**config.mk**
```make
export PLATFORM = sky130hd
export DESIGN_NAME = serial_command_line_matcher_flat
export DESIGN_NICKNAME = d
export VERILOG_FILES = /design/src/sv/scl_pkg.sv /design/src/sv/scl_rx_if.sv /design/src/sv/scl_cfg_if.sv /design/src/sv/scl_res_if.sv /design/src/sv/serial_command_line_matcher.sv /design/src/sv/scl_matcher.sv /design/src/flat_wrapper.sv
export SDC_FILE = /design/constraint.sdc
export NUM_CORES = 1
export LEC_CHECK = 0
export BUFFER_PORTS_ARGS = -buffer_cell sky130_fd_sc_hd__buf_2
export CAP_MARGIN = 20
export CORE_MARGIN = 2
export CORE_UTILIZATION = 30
export CTS_BUF_LIST = sky130_fd_sc_hd__clkbuf_4
export CTS_CLUSTER_DIAMETER = 200
export DETAILED_ROUTE_END_ITERATION = 7
export GPL_TIMING_DRIVEN = 0
export SETUP_SLACK_MARGIN = 0.3
export SYNTH_ARGS = -nofsm -noshare
export SYNTH_HDL_FRONTEND = slang
export SYNTH_SLANG_ARGS = --single-unit
export TNS_END_PERCENT = 5
```
**constraint.sdc**
```tcl
create_clock -name clk_i -period 2.45 [get_ports clk_i]
set_input_delay 0.49 -clock clk_i [delete_from_list [all_inputs] [get_ports clk_i]]
set_output_delay 0.49 -clock clk_i [all_outputs]
set_load 0.01 [all_outputs]
```
**src/sv/scl_pkg.sv**
```systemverilog
`timescale 1ns / 1ps

package scl_pkg;

  localparam int unsigned MAX_LINE_LENGTH = 32;
  localparam int unsigned POS_W           = $clog2(MAX_LINE_LENGTH);
  localparam int unsigned NUM_KW          = 4;
  localparam int unsigned KW_MAX_LEN      = 5;
  localparam int unsigned KW_IDX_W        = $clog2(KW_MAX_LEN);
  localparam int unsigned KW_LEN_W        = 3;
  localparam int unsigned ARG_OFFSET_W    = 6;

  localparam logic [7:0] CHAR_NUL = 8'd0;
  localparam logic [7:0] CHAR_TAB = 8'd9;
  localparam logic [7:0] CHAR_LF  = 8'd10;
  localparam logic [7:0] CHAR_CR  = 8'd13;
  localparam logic [7:0] CHAR_SP  = 8'd32;

  typedef enum logic [2:0] {
    CMD_IDN     = 3'd0,
    CMD_ON      = 3'd1,
    CMD_OFF     = 3'd2,
    CMD_HELP    = 3'd3,
    CMD_UNKNOWN = 3'd4,
    CMD_EMPTY   = 3'd5
  } command_e;

  // keywords stored lower case, unused tail bytes are zero
  localparam logic [NUM_KW-1:0][KW_MAX_LEN-1:0][7:0] KW_TEXT = '{
    '{8'h00, 8'h70, 8'h6c, 8'h65, 8'h68},  // help
    '{8'h00, 8'h00, 8'h66, 8'h66, 8'h6f},  // off
    '{8'h00, 8'h00, 8'h00, 8'h6e, 8'h6f},  // on
    '{8'h3f, 8'h6e, 8'h64, 8'h69, 8'h2a}   // *idn?
  };

  localparam logic [NUM_KW-1:0][KW_LEN_W-1:0] KW_LEN = '{3'd4, 3'd3, 3'd2, 3'd5};

  typedef struct packed {
    logic                    echo_valid;
    logic [7:0]              echo_char;
    logic                    echo_newline;
    logic                    line_done;
    command_e                command_code;
    logic [ARG_OFFSET_W-1:0] arg_offset;
  } result_t;

  function automatic logic [7:0] fold_case(input logic [7:0] c);
    logic [7:0] r;
    r = c;
    if (c >= 8'h41 && c <= 8'h5a) begin
      r = c + 8'd32;
    end
    return r;
  endfunction

endpackage

```
**src/sv/scl_rx_if.sv**
```systemverilog
`timescale 1ns / 1ps

interface scl_rx_if;
  logic       valid;
  logic       ready;
  logic [7:0] rx_char;

  modport source (output valid, output rx_char, input ready);
  modport sink (input valid, input rx_char, output ready);
endinterface

```
**src/sv/scl_cfg_if.sv**
```systemverilog
`timescale 1ns / 1ps

interface scl_cfg_if;
  logic valid;
  logic ready;
  logic echo_enable;

  modport source (output valid, output echo_enable, input ready);
  modport sink (input valid, input echo_enable, output ready);
endinterface

```
**src/sv/scl_res_if.sv**
```systemverilog
`timescale 1ns / 1ps

interface scl_res_if;
  logic                              valid;
  logic                              ready;
  logic                              echo_valid;
  logic [7:0]                        echo_char;
  logic                              echo_newline;
  logic                              line_done;
  logic [2:0]                        command_code;
  logic [scl_pkg::ARG_OFFSET_W-1:0]  arg_offset;

  modport source (
    output valid, output echo_valid, output echo_char, output echo_newline,
    output line_done, output command_code, output arg_offset, input ready
  );
  modport sink (
    input valid, input echo_valid, input echo_char, input echo_newline,
    input line_done, input command_code, input arg_offset, output ready
  );
endinterface

```
**src/sv/serial_command_line_matcher.sv**
```systemverilog
`timescale 1ns / 1ps
// a word accepted into the input register is decoded combinationally and registered into the
// output register that drives the result port, once that register is free or being read
// throughput: one word per cycle while results are taken, the line state updates once per word
// reset: echo enabled, line position zero, all keywords live, no word held
// the configuration port is always ready

module serial_command_line_matcher (
  input  logic         clk_i,
  input  logic         rst_ni,
  scl_rx_if.sink       rx_i,
  scl_cfg_if.sink      cfg_i,
  scl_res_if.source    res_o
);

  logic             echo_q;
  logic             in_valid_q;
  logic [7:0]       in_char_q;
  logic             out_valid_q;
  scl_pkg::result_t out_q;
  scl_pkg::result_t result;
  logic             advance;
  logic             step;
  logic             in_ready;

  assign advance  = !out_valid_q || res_o.ready;
  assign step     = in_valid_q && advance;
  assign in_ready = !in_valid_q || advance;

  assign rx_i.ready  = in_ready;
  assign cfg_i.ready = 1'b1;

  scl_matcher u_matcher (
    .clk_i         (clk_i),
    .rst_ni        (rst_ni),
    .step_i        (step),
    .rx_char_i     (in_char_q),
    .echo_enable_i (echo_q),
    .result_o      (result)
  );

  always_ff @(posedge clk_i or negedge rst_ni) begin
    if (!rst_ni) begin
      echo_q      <= 1'b1;
      in_valid_q  <= 1'b0;
      out_valid_q <= 1'b0;
    end else begin
      if (cfg_i.valid) begin
        echo_q <= cfg_i.echo_enable;
      end
      if (in_ready) begin
        in_valid_q <= rx_i.valid;
      end
      if (advance) begin
        out_valid_q <= in_valid_q;
      end
    end
  end

  always_ff @(posedge clk_i) begin
    if (in_ready && rx_i.valid) begin
      in_char_q <= rx_i.rx_char;
    end
    if (step) begin
      out_q <= result;
    end
  end

  assign res_o.valid        = out_valid_q;
  assign res_o.echo_valid   = out_q.echo_valid;
  assign res_o.echo_char    = out_q.echo_char;
  assign res_o.echo_newline = out_q.echo_newline;
  assign res_o.line_done    = out_q.line_done;
  assign res_o.command_code = out_q.command_code;
  assign res_o.arg_offset   = out_q.arg_offset;

endmodule

```
**src/sv/scl_matcher.sv**
```systemverilog
`timescale 1ns / 1ps

module scl_matcher (
  input  logic               clk_i,
  input  logic               rst_ni,
  input  logic               step_i,
  input  logic [7:0]         rx_char_i,
  input  logic               echo_enable_i,
  output scl_pkg::result_t   result_o
);

  logic [scl_pkg::POS_W-1:0]  pos_q, pos_d;
  logic [scl_pkg::NUM_KW-1:0] alive_q, alive_d;
  logic [scl_pkg::POS_W-1:0]  cnt_q, cnt_d;
  logic [scl_pkg::NUM_KW-1:0] skip_q, skip_d;

  logic                       term;
  logic                       blank;
  logic                       inc;
  logic                       sk;
  logic [scl_pkg::POS_W:0]    pos_next;
  logic [scl_pkg::POS_W-1:0]  len_ext;
  logic [scl_pkg::POS_W:0]    offset_sum;
  logic [7:0]                 kw_char;
  scl_pkg::command_e          code;
  logic [scl_pkg::ARG_OFFSET_W-1:0] offset;

  always_comb begin
    term       = (rx_char_i == scl_pkg::CHAR_CR) || (rx_char_i == scl_pkg::CHAR_NUL);
    blank      = (rx_char_i == scl_pkg::CHAR_SP) || (rx_char_i == scl_pkg::CHAR_TAB);
    pos_d      = pos_q;
    alive_d    = alive_q;
    cnt_d      = cnt_q;
    skip_d     = skip_q;
    code       = scl_pkg::CMD_IDN;
    offset     = '0;
    inc        = 1'b0;
    sk         = 1'b0;
    len_ext    = '0;
    offset_sum = '0;
    kw_char    = '0;
    pos_next   = {1'b0, pos_q} + 1'b1;

    if (term) begin
      if (pos_q == '0) begin
        code = scl_pkg::CMD_EMPTY;
      end else begin
        code = scl_pkg::CMD_UNKNOWN;
        // lowest index wins
        for (int k = scl_pkg::NUM_KW - 1; k >= 0; k--) begin
          len_ext = scl_pkg::POS_W'(scl_pkg::KW_LEN[k]);
          if (alive_q[k] && pos_q >= len_ext) begin
            code       = scl_pkg::command_e'(3'(k));
            offset_sum = {1'b0, len_ext} + {1'b0, cnt_q};
            offset     = scl_pkg::ARG_OFFSET_W'(offset_sum);
          end
        end
      end
      pos_d   = '0;
      alive_d = '1;
      cnt_d   = '0;
      skip_d  = '0;
    end else if (rx_char_i != scl_pkg::CHAR_LF) begin
      for (int k = 0; k < scl_pkg::NUM_KW; k++) begin
        len_ext = scl_pkg::POS_W'(scl_pkg::KW_LEN[k]);
        if (alive_q[k]) begin
          if (pos_q < len_ext) begin
            kw_char = scl_pkg::KW_TEXT[k][pos_q[scl_pkg::KW_IDX_W-1:0]];
            if (scl_pkg::fold_case(rx_char_i) != kw_char) begin
              alive_d[k] = 1'b0;
            end
          end else begin
            sk        = skip_q[k] || (pos_q == len_ext);
            skip_d[k] = sk && blank;
            inc       = inc || (sk && blank);
          end
        end
      end
      // at most one keyword is still alive past its end, so one counter
      cnt_d = cnt_q + scl_pkg::POS_W'(inc);
      if (pos_next >= (scl_pkg::POS_W + 1)'(scl_pkg::MAX_LINE_LENGTH)) begin
        pos_d   = '0;
        alive_d = '1;
        cnt_d   = '0;
        skip_d  = '0;
      end else begin
        pos_d = pos_next[scl_pkg::POS_W-1:0];
      end
    end

    result_o.echo_valid   = echo_enable_i;
    result_o.echo_char    = rx_char_i;
    result_o.echo_newline = echo_enable_i && term;
    result_o.line_done    = term;
    result_o.command_code = code;
    result_o.arg_offset   = offset;
  end

  always_ff @(posedge clk_i or negedge rst_ni) begin
    if (!rst_ni) begin
      pos_q   <= '0;
      alive_q <= '1;
      cnt_q   <= '0;
      skip_q  <= '0;
    end else if (step_i) begin
      pos_q   <= pos_d;
      alive_q <= alive_d;
      cnt_q   <= cnt_d;
      skip_q  <= skip_d;
    end
  end

endmodule
```
**src/flat_wrapper.sv**
```systemverilog
// flat-port wrapper written by rule: the top's interface ports become plain ports
module serial_command_line_matcher_flat 
  (clk_i, rst_ni, rx_i_valid, rx_i_rx_char, rx_i_ready, cfg_i_valid, cfg_i_echo_enable, cfg_i_ready, res_o_valid, res_o_echo_valid, res_o_echo_char, res_o_echo_newline, res_o_line_done, res_o_command_code, res_o_arg_offset, res_o_ready);
  scl_rx_if rx_i_i ();
  scl_cfg_if cfg_i_i ();
  scl_res_if res_o_i ();
  input  logic clk_i;
  input  logic rst_ni;
  input wire logic [$bits(rx_i_i.valid)-1:0] rx_i_valid;
  input wire logic [$bits(rx_i_i.rx_char)-1:0] rx_i_rx_char;
  output wire logic [$bits(rx_i_i.ready)-1:0] rx_i_ready;
  input wire logic [$bits(cfg_i_i.valid)-1:0] cfg_i_valid;
  input wire logic [$bits(cfg_i_i.echo_enable)-1:0] cfg_i_echo_enable;
  output wire logic [$bits(cfg_i_i.ready)-1:0] cfg_i_ready;
  output wire logic [$bits(res_o_i.valid)-1:0] res_o_valid;
  output wire logic [$bits(res_o_i.echo_valid)-1:0] res_o_echo_valid;
  output wire logic [$bits(res_o_i.echo_char)-1:0] res_o_echo_char;
  output wire logic [$bits(res_o_i.echo_newline)-1:0] res_o_echo_newline;
  output wire logic [$bits(res_o_i.line_done)-1:0] res_o_line_done;
  output wire logic [$bits(res_o_i.command_code)-1:0] res_o_command_code;
  output wire logic [$bits(res_o_i.arg_offset)-1:0] res_o_arg_offset;
  input wire logic [$bits(res_o_i.ready)-1:0] res_o_ready;
  assign rx_i_i.valid = rx_i_valid;
  assign rx_i_i.rx_char = rx_i_rx_char;
  assign rx_i_ready = rx_i_i.ready;
  assign cfg_i_i.valid = cfg_i_valid;
  assign cfg_i_i.echo_enable = cfg_i_echo_enable;
  assign cfg_i_ready = cfg_i_i.ready;
  assign res_o_valid = res_o_i.valid;
  assign res_o_echo_valid = res_o_i.echo_valid;
  assign res_o_echo_char = res_o_i.echo_char;
  assign res_o_echo_newline = res_o_i.echo_newline;
  assign res_o_line_done = res_o_i.line_done;
  assign res_o_command_code = res_o_i.command_code;
  assign res_o_arg_offset = res_o_i.arg_offset;
  assign res_o_i.ready = res_o_ready;
  serial_command_line_matcher u_core (.clk_i(clk_i), .rst_ni(rst_ni), .rx_i(rx_i_i), .cfg_i(cfg_i_i), .res_o(res_o_i));
endmodule
```
==> flow_metrics.tcl, run 1 <==
set metrics [dict create \
    powerDensity_mw_per_mm2 765 \
    ys_async_sr_fraction_pct 42.9 \
    cp-start-kind "register" \
    leakage_nw 1.51 \
    ant_nets 0 \
    routed-wl-met3_um 402 \
    syn_avg_cell_area_um2 9.65 \
    globalRouteTotalUtil_pct 14.4 \
    io_buffer_count 35 \
    slew_violations 0 \
    finalWirelength_mm 8.00 \
    drt_pass1_iterations 4 \
    place_ws_ns -0.181 \
    tritoncts "yes" \
    cts_hold_buffers 0 \
    ys_warn_count 0 \
    nets 415 \
    fin_tns_setup_ns 0 \
    path_clk_slew_ns 0.14 \
    syn-cell-area_mm2 0.00309 \
    maxCapViolCount 0 \
    synthCells 320 \
    antenna_found_initial 0 \
    cts_sinks 49 \
    grt_max_degree 22 \
    yosysUniqueCellTypes 62 \
    end_kind "register" \
    drive_above_1_share_pct 32.5 \
    wl_per_cell_um 15.4 \
    final_common_cell "buf_2" \
    drtIter0Drc 148 \
    synth_edf_count 28 \
    numCtsBuffers 5 \
    crit_fanout 8 \
    wl_met2_mm 3.83 \
    nFillCells 1003 \
    top_layer "met4" \
    cts-root-buf "clkbuf_4" \
    num_vias 2769 \
    ys_seq_area_share_pct 44.4 \
    cp_data_arrival_time_ns 2.50 \
    finalSetupViolCount 0 \
    grt_pass1_wl_mm 12.8 \
    drt-met1-wl_mm 3.65 \
    h-tree-depth 2 \
    hold_class "primary input to asynchronous set/reset pin" \
    min_period_ns 2.29 \
    clk_latency_ns 0.37 \
    core-area_mm2 0.0101 \
    tightest_slew_ns 0.862 \
    start_util_pct 30.5 \
    required_ns 2.66 \
    synth_fp_nets 351 \
    die_h_um 105 \
    final_cell_mix "buf_2 (39), nand2_1 (35), edfxtp_1 (28), buf_4 (23), nor2_1 (17)" \
    finClkSkew_ns 0.00975 \
    rsz0062_at_grt "true" \
    layout_setup_ws_ns 0.162 \
    hold_violations 0 \
    criticalPathCategory "register to register" \
    dpl.hpwl_mm 5.47 \
    max_freq_ghz 0.437 \
    area_growth_pct 25.9 \
    fin_crit_sh_pct 93.4 \
    drc_errors 0 \
    antenna_cells 0 \
    vias_per_cell 5.31 \
    dieArea_mm2 0.0111 \
    die_x_um 105 \
    num_rows 37 \
    grt_pass1_vias 2548 \
    synth.ff_latch_count 49 \
    status "finished clean" \
    peakVddDrop_mv 0.318 \
    grt-ovfl-total 0 \
    synthFlopType "edfxtp_1" \
    final_core_util_pct 38.3 \
    slew_headroom_pct 42.5 \
    gp_congestion 0.881 \
    io_pins 37 \
    clk_path_buf_depth 2 \
    timing.hold.ws_ns 0.0654 \
]
synth_stat cells, drive strengths merged (3+ instances only):
cell,n,area (um^2)
nand2,37,139
edfxtp,28,841
o21ai,23,115
a21oi,18,90.1
ha,17,213
nor2,17,63.8
dfrtp,16,400
inv,13,48.8
clkbuf,12,45.0
nand3,11,55.1
buf,9,63.8
nand2b,8,50.1
o221ai,7,61.3
or3,7,43.8
o31ai,6,45.0
and2,5,31.3
dfstp,5,131
nor4,5,31.3
xnor2,5,43.8
a21o,4,30.0
a22oi,4,30.0
a31oi,4,25.0
nor3,4,20.0
o22ai,4,25.0
or2,4,25.0
a211oi,3,27.5
mux2i,3,30.0
o211ai,3,22.5
o311ai,3,43.8
or4,3,26.3
xor2,3,26.3
worst paths after layout:
kind	start	end	slack, ns	cells after the start
worst max register to register	u_core.in_char_q[4]	u_core.res_o.arg_offset[5]	0.16	6
worst max-delay path	u_core.in_char_q[4]	u_core.res_o.arg_offset[5]	0.16	6
min in group clk_i	rx_i_rx_char[2]	u_core.in_char_q[2]	0.28	1
worst min-delay path	rst_ni	u_core.u_matcher.pos_q[1]	0.07	1
max in group asynchronous	rst_ni	u_core.u_matcher.pos_q[0]	2.01	1
worst min register to register	u_core.in_char_q[1]	u_core.res_o.echo_char[1]	0.49	0
registers in the layout (all words and copies together), names as in the netlist:
| register | count |
|---|---|
| u_core.res_o.echo_char | 8 |
| u_core.u_matcher.alive_q | 4 |
| u_core.res_o.arg_offset | 6 |
| u_core.res_o.line_done | 1 |
| u_core.in_char_q | 8 |
| u_core.u_matcher.cnt_q | 5 |
| u_core.res_o.echo_newline | 1 |
| u_core.res_o.command_code | 3 |
| u_core.u_matcher.pos_q | 5 |
| u_core.echo_q | 1 |
| u_core.res_o.echo_valid | 1 |
| u_core.in_valid_q | 1 |
| u_core.res_o.valid | 1 |
| u_core.u_matcher.skip_q | 4 |
area by class of cell:
| class | instances | area (um^2) | share of cell area (%) |
|---|---|---|---|
| inverter | 13 | 48.8 | 1.26 |
| multi-input combinational | 237 | 1700 | 43.7 |
| tap | 136 | 170 | 4.38 |
| clock buffer | 6 | 45.0 | 1.16 |
| clock inverter | 2 | 33.8 | 0.869 |
| timing repair buffer | 57 | 357 | 9.18 |
| buffer | 21 | 160 | 4.12 |
| sequential | 49 | 1380 | 35.4 |
critical path, cell delays in order, from the launching register on:
cell and delay (ns):
edfxtp_1 0.54, or4_4 0.62, a211oi_4 0.37, buf_6 0.17, buf_6 0.14, nand4_1 0.10, a21oi_1 0.19
power breakdown:
part           leakage, nW  internal, W  switching (W)
sequential           0.530     0.000986       0.000101
combinational        0.940     0.000619       0.000786
clock               0.0433     0.000224       0.000259
cell families (layout without fill, tap and decap cells):
group | Yosys count | count (layout) | share of synthesized area (%)
AO/OA/AOI/OAI | 95 | 95 | 21.4
XOR/XNOR | 8 | 8 | 2.27
adder cells (fa/ha/maj) | 17 | 17 | 6.89
buffers and inverters | 34 | 99 | 5.10
flip-flops | 49 | 49 | 44.4
multiplexers | 4 | 4 | 1.34
other | 1 | 1 | 0.121
AND/OR/NAND/NOR | 112 | 112 | 18.4
per-layer routing:
layer,vias up,global-route usage [%]
met5,-,0
met4,0,4.67
met3,12,2.23
met2,96,23.5
met1,1339,19.5
li1,1322,-
timing repair:
item,CTS,global route
gates resized for setup,23,31
setup endpoints to repair,27,28
pin swaps,7,5
buffers inserted,9,13
gates cloned,0,0
stage by stage:
stage | total power, W | instance area, um^2 | std cells
after detailed placement | 0.00219 | 3480 | 491
after floorplan | 0.00189 | 3140 | 320
after CTS | 0.00282 | 3700 | 508
final | 0.00297 | 3890 | 521
after global placement | 0.00217 | 3480 | 491
after global routing | 0.00315 | 3890 | 521
Power figures use the tool's default switching activity.
==> inputs of run 2 (changes only) <==
--- a/config.mk
+++ b/config.mk
@@ -12,7 +12,6 @@
 export CTS_BUF_LIST = sky130_fd_sc_hd__clkbuf_4
 export CTS_CLUSTER_DIAMETER = 200
 export DETAILED_ROUTE_END_ITERATION = 7
-export GPL_TIMING_DRIVEN = 0
 export SETUP_SLACK_MARGIN = 0.3
 export SYNTH_ARGS = -nofsm -noshare
 export SYNTH_HDL_FRONTEND = slang
==> flow_metrics.tcl, run 2 (synthesis results as in run 1) <==
set metrics [dict create \
    clk_latency_ns 0.36 \
    hold_class "primary input to asynchronous set/reset pin" \
    grt-ovfl-total 0 \
    finalSetupViolCount 0 \
    gp_congestion 0.889 \
    drive_above_1_share_pct 29.8 \
    place_ws_ns 0.157 \
    layout_setup_ws_ns 0.194 \
    start_util_pct 30.5 \
    num_vias 2760 \
    slew_violations 0 \
    grt_pass1_wl_mm 12.9 \
    comb_power_share_pct 43.9 \
    drt_pass1_iterations 5 \
    max_freq_ghz 0.443 \
    cp-start-kind "register" \
    num_rows 37 \
    cts-root-buf "clkbuf_4" \
    cp_common_cell "buf_4" \
    tritoncts "yes" \
    startpoint "u_core.u_matcher.pos_q[4]" \
    cts_sinks 49 \
    antenna_cells 0 \
    criticalPathCategory "register to register" \
    netSwitchingPower_w 0.00111 \
    crit_fanout 7 \
    cp_data_arrival_time_ns 2.39 \
    finalWirelength_mm 7.76 \
    p_sw_share_pct 36.9 \
    ff2ff_path_depth 7 \
    fin_tns_setup_ns 0 \
    peakVddDrop_mv 0.299 \
    path_cells "or3_4, buf_4, o31ai_1, buf_4, o221ai_1, a22oi_1, nor2_1" \
    final_common_cell "nand2_1" \
    final_cell_mix "nand2_1 (37), buf_4 (36), buf_2 (35), edfxtp_1 (28), o21ai_0 (18)" \
    pwr-share-clk_pct 19.0 \
    core-area_mm2 0.0101 \
    drtIter0Drc 219 \
    r2r_end "u_core.res_o.arg_offset[1]" \
    io_buffer_count 35 \
    io_pins 37 \
    fin_crit_sh_pct 92.1 \
    pwr-share-seq_pct 37.1 \
    globalRouteTotalUtil_pct 14.5 \
    end_kind "register" \
    die_h_um 105 \
    die_x_um 105 \
    dpl.hpwl_mm 5.61 \
    vias_per_cell 5.36 \
    crit_path_top_delay_cell "dfrtp_2" \
    min_period_ns 2.26 \
    critical_path.max_stage_delay_ns 0.49 \
    r2r_start "u_core.u_matcher.pos_q[4]" \
    finClkSkew_ns 0.00601 \
    setup.worst_path.end "u_core.res_o.arg_offset[1]" \
    grt_max_degree 28 \
    p_int_w 0.00191 \
    numCtsBuffers 5 \
    dieArea_mm2 0.0111 \
    ant_nets 0 \
    tightest_slew_ns 0.692 \
    slew_headroom_pct 53.5 \
    grt_pass1_vias 2555 \
    antenna_found_initial 0 \
    r2r_slack_ns 0.19 \
    leakage_nw 1.49 \
    required_ns 2.58 \
    area_growth_pct 22.8 \
    path_clk_slew_ns 0.14 \
    hold_violations 0 \
    rsz0062_at_grt "true" \
    maxCapViolCount 0 \
    wl_per_cell_um 15.1 \
    drc_errors 0 \
    powerDensity_mw_per_mm2 797 \
    nets 409 \
    clk_path_buf_depth 2 \
    h-tree-depth 2 \
    status "finished clean" \
]
-- run 2: layout make-up --
cell class	count	area [um^2]
Multi-Input combinational cell	237	1630
Clock inverter	3	65.1
Tap cell	136	170
Clock buffer	5	37.5
Timing Repair Buffer	72	465
Inverter	13	48.8
Sequential cell	49	1380
Fill cell	974	6350
-- run 2: worst max-delay path, delay by kind of cell (launching register included) --
kind | cells | cell delay [ns]
compound gates | 3 | 0.67
simple gates | 2 | 0.47
flops | 1 | 0.49
buf+inv | 2 | 0.38
-- run 2: how the worst min path moves through the flow --
stage | to | slack [ns]
after detailed placement | u_core.u_matcher.cnt_q[3] | 0.50
after global routing | u_core.u_matcher.pos_q[0] | 0.07
after CTS | u_core.u_matcher.pos_q[2] | 0.08
after floorplan | u_core.in_valid_q | 0.19
final | u_core.u_matcher.cnt_q[3] | 0.07
after global placement | u_core.u_matcher.cnt_q[3] | 0.50
-- run 2: stage by stage --
step | cells | instance area, um^2 | utilization [%] | hold slack, ns | total power (W)
floorplan | 320 | 3140 | - | 0.194 | 0.00189
global placement | 495 | 3560 | 35.1 | 0.498 | 0.00219
detailed placement | 495 | 3560 | 35.1 | 0.495 | 0.00219
CTS | 515 | 3780 | 37.3 | 0.0771 | 0.00298
global route | 515 | 3790 | 37.4 | 0.0741 | 0.00321
finish | 515 | 3790 | 37.4 | 0.0674 | 0.00302
-- run 2: timing repair --
action | 4_1_cts | 5_1_grt
endpoints found under the setup margin | 16 | 22
resized for setup | 12 | 2
pin swaps | 9 | 1
cloned | 0 | 0
hold buffers | 0 | 0
buffers inserted | 12 | 0
-- run 2: routing by layer --
| metal | vias to the layer above | GRT usage, % | share of wire, % |
|---|---|---|---|
| met5 | - | 0 | 0 |
| met4 | 0 | 5.71 | 1.9 |
| met3 | 13 | 2.66 | 7.1 |
| met2 | 126 | 23.9 | 48 |
| met1 | 1311 | 18.8 | 43 |
| li1 | 1310 | - | - |
-- run 2: power by group through the flow --
stage | registers [W] | logic (W) | clock network (W)
global route | 0.00112 | 0.00145 | 0.000633
CTS | 0.00110 | 0.00128 | 0.000594
global placement | 0.00112 | 0.00107 | 0
detailed placement | 0.00113 | 0.00106 | 0
floorplan | 0.00108 | 0.000818 | 0
finish | 0.00112 | 0.00133 | 0.000575
==> inputs of run 3 (changes only) <==
--- a/config.mk
+++ b/config.mk
@@ -9,7 +9,7 @@
 export CAP_MARGIN = 20
 export CORE_MARGIN = 2
 export CORE_UTILIZATION = 30
-export CTS_BUF_LIST = sky130_fd_sc_hd__clkbuf_4
+export CTS_BUF_LIST = sky130_fd_sc_hd__clkbuf_2 sky130_fd_sc_hd__clkbuf_4 sky130_fd_sc_hd__clkbuf_8
 export CTS_CLUSTER_DIAMETER = 200
 export DETAILED_ROUTE_END_ITERATION = 7
 export SETUP_SLACK_MARGIN = 0.3
==> constraint.sdc (replaced) <==
create_clock -name clk_i -period 2.45 [get_ports clk_i]
set_input_delay 0.735 -clock clk_i [delete_from_list [all_inputs] [get_ports clk_i]]
set_output_delay 0.735 -clock clk_i [all_outputs]
set_load 0.01 [all_outputs]
==> flow_metrics.tcl, run 3 (synthesis results as in run 1) <==
set metrics [dict create \
    nets 413 \
    drc_errors 0 \
    clk_latency_ns 0.30 \
    critical_path.max_stage_delay_ns 0.55 \
    die_h_um 105 \
    r2r_start "u_core.u_matcher.pos_q[4]" \
    required_ns 2.63 \
    grt_max_degree 28 \
    p_total_w 0.00297 \
    io_buffer_count 35 \
    tritoncts "yes" \
    cts_hold_buffers 0 \
    area_growth_pct 24.2 \
    place_ws_ns 0.149 \
    path_clk_slew_ns 0.09 \
    io_pins 37 \
    hold_violations 0 \
    drt_pass1_iterations 5 \
    end_kind "register" \
    ant_nets 0 \
    die_x_um 105 \
    slew_violations 0 \
    numCtsBuffers 5 \
    dp.cells 496 \
    antenna_found_initial 0 \
    path_delay_family "simple AND/OR/NAND/NOR gates" \
    peakVddDrop_mv 0.289 \
    rsz0062_at_grt "true" \
    clk_path_buf_depth 2 \
    num_vias 2741 \
    gp_congestion 0.885 \
    core-area_mm2 0.0101 \
    final_common_cell "buf_4" \
    globalRouteTotalUtil_pct 14.4 \
    crit_path_top_delay_cell "or4_4" \
    dieArea_mm2 0.0111 \
    grt-ovfl-total 0 \
    cts_sinks 49 \
    final_cell_mix "buf_4 (40), nand2_1 (36), buf_2 (35), edfxtp_1 (28)" \
    finalSetupViolCount 0 \
    num_rows 37 \
    vias_per_cell 5.28 \
    status "finished clean" \
    final_core_util_pct 37.8 \
    cp-start-kind "register" \
    tightest_slew_ns 0.523 \
    drtIter0Drc 213 \
    layout_setup_ws_ns 0.265 \
    drive_above_1_share_pct 31.6 \
    criticalPathCategory "register to register" \
    cp_data_arrival_time_ns 2.37 \
    fin_tns_setup_ns 0 \
    startpoint "u_core.u_matcher.pos_q[4]" \
    fin_crit_sh_pct 89.2 \
    cts-root-buf "clkbuf_8" \
    stdcell_count 519 \
    wl_per_cell_um 15.1 \
    hold_class "primary input to asynchronous set/reset pin" \
    grt_pass1_wl_mm 12.9 \
    min_period_ns 2.19 \
    grt_pass1_vias 2580 \
    crit_fanout 6 \
    max_freq_ghz 0.458 \
    antenna_cells 0 \
    h-tree-depth 2 \
    leakage_nw 1.50 \
    path_cells "or4_4, a21o_1, o2111ai_2, and2_1, ha_2, ha_4, nand2_1, a21oi_1, mux2i_1" \
    start_util_pct 30.5 \
    maxCapViolCount 0 \
    finalWirelength_mm 7.83 \
    finClkSkew_ns 0.0109 \
    slew_headroom_pct 65.1 \
    powerDensity_mw_per_mm2 775 \
    nFillCells 961 \
    crit_buf_inv 0 \
    dpl.hpwl_mm 5.52 \
]
run 3: cell types whose count changed in the layout (fill, tap and decap cells not counted), sizes merged:
cell      change
buf           +4
bufinv        -2
clkbuf        +2
clkinv        -1
clkinvlp      +1
run 3: final cells by class:
class	count	area (um^2)	area share (%)
clock buffers	7	90.1	2.35
clock inverters	1	7.51	0.196
well taps	136	170	4.44
inverters	13	48.8	1.27
multi-input cells	237	1650	42.9
repair buffers	76	495	12.9
flip-flops and latches	49	1380	35.9
run 3: metrics by stage:
stage	hold slack (ns)	cell area, um^2
4_1_cts	0.413	3770
2_1_floorplan	0.439	3140
3_5_place_dp	0.505	3560
3_3_place_gp	0.491	3560
6_report	0.402	3840
5_1_grt	0.434	3840
run 3: layer usage:
layer / vias up / global-route usage, % / share of wire, %
li1: 1316 / - / -
met1: 1322 / 19.0 / 44
met2: 91 / 23.4 / 49
met3: 12 / 2.78 / 5.0
met4: 0 / 5.33 / 1.8
met5: - / 0 / 0
run 3: path summary, 6_finish.rpt:
kind | to | slack [ns] | cells past startpoint
worst max-delay path | u_core.u_matcher.cnt_q[4] | 0.26 | 9
worst min-delay path | u_core.in_valid_q | 0.40 | 1
worst max register to register | u_core.u_matcher.cnt_q[4] | 0.26 | 9
worst min register to register | u_core.u_matcher.skip_q[2] | 0.52 | 2
max in group asynchronous | u_core.u_matcher.pos_q[3] | 1.67 | 1
min in group clk_i | u_core.u_matcher.skip_q[2] | 0.52 | 2
run 3: power by group:
| part | internal, W | total (W) | switching, W | leakage [nW] |
|---|---|---|---|---|
| Combinational | 0.000599 | 0.00135 | 0.000749 | 0.929 |
| Clock | 0.000241 | 0.000505 | 0.000264 | 0.0479 |
| Sequential | 0.000990 | 0.00112 | 0.000130 | 0.526 |
| Total | 0.00183 | 0.00297 | 0.00114 | 1.50 |
run 3: repair_timing:
action,CTS,global route
endpoints found under the setup margin,15,21
gates resized for setup,10,9
buffers inserted,10,5
pin swaps,5,3
